==> config.mk <==
export PLATFORM = sky130hd
export DESIGN_NAME = aled_store
export DESIGN_NICKNAME = d
export VERILOG_FILES = /design/src/assert_macros.svh /design/src/aled_pkg.sv /design/src/aled_store.sv
export SDC_FILE = /design/constraint.sdc
export NUM_CORES = 1
export LEC_CHECK = 0
export BUFFER_PORTS_ARGS = -buffer_cell sky130_fd_sc_hd__buf_2
export CAP_MARGIN = 30
export CORE_MARGIN = 1
export CORE_UTILIZATION = 63
export CTS_CLUSTER_DIAMETER = 80
export CTS_CLUSTER_SIZE = 40
export DETAILED_ROUTE_END_ITERATION = 8
export PLACE_DENSITY = 0.86
export SYNTH_ARGS = -nofsm -noshare
export SYNTH_HDL_FRONTEND = slang
export SYNTH_SLANG_ARGS = --single-unit
==> constraint.sdc <==
create_clock -name clk -period 4.3 [get_ports clk]
set_clock_uncertainty 0.1 [all_clocks]
set_input_delay 0.645 -clock clk [delete_from_list [all_inputs] [get_ports clk]]
set_output_delay 0.645 -clock clk [all_outputs]
set_load 0.005 [all_outputs]
==> src/assert_macros.svh <==
// assertion macros used by the core rtl file
`ifndef ASSERT_MACROS_SVH
`define ASSERT_MACROS_SVH

// implication checked on every clock edge outside reset
`define ASSERT_IMP(lbl, ante, cons, msg) \
	lbl: assert property (@(posedge clk) disable iff (!arst_n) (ante) |-> (cons)) \
		else $error(msg);

// implication checked in the cycle after the antecedent
`define ASSERT_NEXT(lbl, ante, cons, msg) \
	lbl: assert property (@(posedge clk) disable iff (!arst_n) (ante) |=> (cons)) \
		else $error(msg);

`endif

==> src/aled_pkg.sv <==
// package with widths, codes and defaults of the addressable led duty encoder
`default_nettype none
package aled_pkg;
	localparam int NUM_LEDS_DEF = 64;
	localparam int COLOR_W = 24;
	localparam int LEVEL_W = 8;
	localparam int DUTY_W = 16;
	localparam int SLOT_W = 8;
	localparam int IDX_W = 7;
	localparam int BIT_W = 5;
	localparam int PADDR_W = 4;
	localparam int PDATA_W = 32;

	typedef enum logic [1:0] {
		CMD_WRITE_PIXEL = 2'd0,
		CMD_FILL = 2'd1,
		CMD_START = 2'd2,
		CMD_TICK = 2'd3
	} cmd_t;

	localparam logic [1:0] CHAN_GREEN = 2'd0;
	localparam logic [1:0] CHAN_RED = 2'd1;
	localparam logic [1:0] CHAN_BLUE = 2'd2;

	localparam logic [1:0] REG_ONE_DUTY = 2'd0;
	localparam logic [1:0] REG_ZERO_DUTY = 2'd1;
	localparam logic [1:0] REG_RESET_SLOTS = 2'd2;

	localparam logic [DUTY_W-1:0] ONE_DUTY_RST = 16'd60;
	localparam logic [DUTY_W-1:0] ZERO_DUTY_RST = 16'd30;
	localparam logic [SLOT_W-1:0] RESET_SLOTS_RST = 8'd64;
	localparam logic [BIT_W-1:0] LAST_BIT = 5'd23;
endpackage
`default_nettype wire

==> src/aled_store.sv <==
// color memory, one write port and one registered read port
`default_nettype none
module aled_store
	import aled_pkg::*;
#(
	parameter int NUM_LEDS = NUM_LEDS_DEF,
	parameter int AW = (NUM_LEDS > 1) ? $clog2(NUM_LEDS) : 1
) (
	input wire logic clk,
	input wire logic we,
	input wire logic [AW-1:0] waddr,
	input wire logic [COLOR_W-1:0] wdata,
	input wire logic [AW-1:0] raddr,
	output logic [COLOR_W-1:0] rdata
);
	logic [COLOR_W-1:0] mem [NUM_LEDS];
	logic [COLOR_W-1:0] rdata_q;

	always_ff @(posedge clk) begin
		if (we) begin
			mem[waddr] <= wdata;
		end
		rdata_q <= mem[raddr];
	end

	assign rdata = rdata_q;
endmodule
`default_nettype wire

== After elaboration in Yosys (flattened, before gate mapping) ==
Memory sizes are Yosys's and may differ from the RTL's. A register that Yosys moved wholly into a read port is not among the register bits.
Index checks and enable logic that the tools add are counted.

* Bits in registers: 0
* Bits in writable memories: 1536
* Memories: 1
* Input bits: 38

{| class="wikitable"
|+ Memory list
! name !! words !! width !! rd ports !! clocked after Yosys merged registers in !! write ports !! RTL line !! RTL
|-
| mem || 64 || 24 || 1 || 1 || 1 || aled_store.sv:16 || <nowiki>logic [COLOR_W-1:0] mem [NUM_LEDS];</nowiki>
|}

* Mux-type cells: 2

{| class="wikitable"
|+ Operators with widths
! operator !! count
|-
| $mux W1 || 2
|}

== Logic depth before layout (Yosys ltp) ==
* Word-level depth: 2
* Depth in mapped cells: 9
* Depth with buffers taken out: 5

== Worst setup path after synthesis ==
Ideal clock, no wire load.

* Path kind: input to register
* Start point: input waddr[3]
* End point: memory mem[48][0] (enable)
* Setup time: 0.435 ns
* Cell stages on the path: 4
* Slack: 0.958 ns
* Arrival: 2.807 ns
* Cell sequence: clkbuf_1 > nor2b_1 > nand4b_1 > nor3_1

{| class="wikitable"
|+ RTL lines
! element !! RTL line !! RTL
|-
| start, declared || aled_store.sv:11 || <nowiki>input wire logic [AW-1:0] waddr,</nowiki>
|-
| end, declared || aled_store.sv:16 ||
|}

No word-level cell before the write port.

==> results.json <==
{
  "status": "finished, final reports clean",
  "drive_gt1_share_pct": 27.4,
  "crit_buf_inv": 2,
  "vias_per_cell": 7.28,
  "die_w_um": 309,
  "path_clk_slew_ns": 0.13,
  "netlist_area_mm2": 0.0593,
  "drtIter0Drc": 4801,
  "tightest_slew_ns": 1.08,
  "ios": 62,
  "seq_area_frac_synth_pct": 78.6,
  "cts_hold_buffers": 0,
  "overflow": 0,
  "die_y_um": 309,
  "layout.nets": 2761,
  "crit_path_end_kind": "flop",
  "cts_resized": 0,
  "cp-start-kind": "input port",
  "initial_core_util_pct": 63.5,
  "clock-sinks": 1560,
  "period_needed_ns": 3.01,
  "required_ns": 4.80,
  "worstPathArrival_ns": 3.51,
  "rows": 112,
  "portBuffers": 61,
  "yosys.area_share.adder_pct": 0,
  "avgSynthCellArea_um2": 22.7,
  "synth_cell_types": 40,
  "period_share_pct": 69.9,
  "fp.coreArea_mm2": 0.0933,
  "clk_latency_ns": 0.72,
  "cts_buffers": 49,
  "cpPeakStageDelay_ns": 0.62,
  "synth_nets": 2648,
  "synth_xor_area_share_pct": 0,
  "synthToLayoutAreaGrowth_pct": 7.57,
  "grt_pass1_wl_um": 204000,
  "crit_family": "buffers and inverters",
  "hpwl_um": 85900,
  "antenna_left": 0,
  "ir_worst_vdd_v": 0.000515,
  "cts_max_path_buffers": 3,
  "vias": 29300,
  "synth-compound-area-share_pct": 2.44,
  "setup_tns_ns": 0,
  "wire_per_inst_um": 35.9,
  "cts_setup_buffers": 0,
  "cts_tree": "yes",
  "hold_class": "input port to flop",
  "critPathSlowestCell": "buf_4",
  "synthMuxAreaShare_pct": 16.1,
  "critPathMaxFanout": 55,
  "grt_use_total_pct": 30.5,
  "dr.pass1.iters": 8,
  "grt_max_degree": 67,
  "ys_ff_latch": 1560,
  "n_fill_cell": 5229,
  "die_area_mm2": 0.0954,
  "p_total_mw": 25.2,
  "synth_warnings": 0,
  "path_cells": "buf_8 > buf_4 > mux4_2 > mux2_2 > a221oi_1 > a31oi_1 > o21a_1",
  "rsz0062_at_grt": "false",
  "synth-simple-area-share_pct": 1.56,
  "antenna_found_initial": 14,
  "relSlewSlack_pct": 27.8,
  "crit_type": "input port to flop",
  "synth_cells": 2610,
  "slew_viol_final": 0,
  "grt_pass1_vias": 29100,
  "drc": 0,
  "max_clock_freq_ghz": 0.333,
  "setup_viol": 0,
  "drt_wl_total_um": 144000,
  "htreeDepth": 2,
  "drv_cap": 0,
  "power.density_mw_per_mm2": 395,
  "synth_top_family_by_area": "multiplexers",
  "gp_congestion": 0.863,
  "p_leak_nw": 19.7,
  "hold_viol_final": 0,
  "root_buffer": "clkbuf_16"
}
==> cell type report <==
| type | instances | area [µm²] | area share (%) |
|---|---|---|---|
| Clock inverter | 22 | 243 | 0.381 |
| Multi-Input combinational cell | 906 | 12100 | 18.9 |
| Sequential cell | 1560 | 46600 | 73.1 |
| Tap cell | 1254 | 1570 | 2.46 |
| Antenna cell | 7 | 17.5 | 0.0275 |
| Inverter | 2 | 7.51 | 0.0118 |
| Timing Repair Buffer | 204 | 1920 | 3.01 |
| Clock buffer | 66 | 1340 | 2.10 |
==> worst paths after layout <==
path	start	slack, ns	end	cells after the start
setup / recovery	raddr[0]	1.29	rdata[21]$_DFF_P_	7
hold / removal	wdata[4]	0.10	mem[49][4]$_DFFE_PP_	1
setup reg to reg	mem[55][6]$_DFFE_PP_	1.85	rdata[6]$_DFF_P_	5
hold reg to reg	mem[3][9]$_DFFE_PP_	0.83	rdata[9]$_DFF_P_	5
==> kinds of logic after synthesis <==
group                  Yosys count
AOI/OAI and AO/OA              207
buffers and inverters          144
DFF                           1560
muxes                          503
and+or+nand+nor                196
==> sequential cells by signal, summed over array words and instances, names as in the netlist <==
signal	count
rdata	24
mem	1536
==> per-layer routing <==
metal | wire [µm] | part of all wire [%] | track usage [%]
met2 | 70200 | 49 | 49.0
met1 | 47100 | 33 | 41.1
met5 | 86 | 0.060 | 1.21
met3 | 19700 | 14 | 6.49
met4 | 7380 | 5.1 | 13.3
==> synth_stat cells <==
cell type | n | area, µm²
nand4b_1 | 1 | 8.76
a21oi_1 | 22 | 110
buf_4 | 31 | 233
buf_2 | 45 | 225
nand2_1 | 36 | 135
clkbuf_4 | 1 | 7.51
and2_0 | 1 | 6.26
a31oi_1 | 13 | 81.3
nand4_1 | 2 | 12.5
inv_2 | 1 | 3.75
nor2_1 | 80 | 300
or2_2 | 3 | 18.8
nor3_1 | 2 | 10.0
and2_1 | 3 | 18.8
buf_1 | 13 | 48.8
o21ai_0 | 12 | 60.1
o22ai_1 | 53 | 332
o211ai_1 | 2 | 15.0
a221oi_1 | 52 | 455
a22oi_1 | 29 | 218
o21a_1 | 13 | 97.6
or3_1 | 10 | 62.6
dfxtp_1 | 24 | 480
or3b_2 | 3 | 26.3
clkinv_1 | 1 | 3.75
a221o_1 | 4 | 40.0
buf_6 | 8 | 90.1
mux2_2 | 53 | 597
nand3b_1 | 3 | 22.5
clkbuf_1 | 44 | 165
mux2i_1 | 95 | 951
and3_1 | 16 | 100
and2b_1 | 1 | 7.51
o21ai_1 | 6 | 30.0
nor2b_1 | 9 | 56.3
edfxtp_1 | 1536 | 46100
mux4_2 | 355 | 8000
o221ai_1 | 1 | 8.76
nand3_1 | 20 | 100
nand2b_1 | 6 | 37.5
==> placed cells by master, fill, tap and decap left out, drive strengths merged, types with 3 or more instances in the layout <==
master,synthesis,layout
a21oi,22,22
a221o,4,4
a221oi,52,52
a22oi,29,29
a31oi,13,13
and2,4,4
and3,16,16
buf,97,203
clkbuf,45,67
clkinv,1,8
dfxtp,24,24
diode,0,7
edfxtp,1536,1536
inv,1,16
mux2,53,53
mux2i,95,95
mux4,355,355
nand2,36,36
nand2b,6,6
nand3,20,20
nand3b,3,3
nor2,80,80
nor2b,9,9
o21a,13,13
o21ai,18,18
o22ai,53,53
or2,3,3
or3,10,10
or3b,3,3
==> stage by stage <==
stage | instance area (µm²) | util [%] | hold slack (ns) | setup slack, ns | std cells
3_5_place_dp | 62000 | 66.4 | 0.797 | 0.599 | 3914
3_3_place_gp | 61700 | 66.1 | 0.781 | 0.680 | 3901
4_1_cts | 63500 | 68.1 | 0.190 | 1.27 | 4002
2_1_floorplan | 59300 | - | 0.644 | 0.958 | 2610
5_1_grt | 63800 | 68.3 | 0.108 | 1.12 | 4016
6_report | 63800 | 68.3 | 0.104 | 1.29 | 4021
==> report_power, final <==
part	switching, mW	total, mW	internal [mW]
Combinational	0.962	1.56	0.596
Clock	4.38	6.74	2.36
Sequential	0.0841	16.9	16.8
Note: power is estimated with default switching activity, not from simulation.
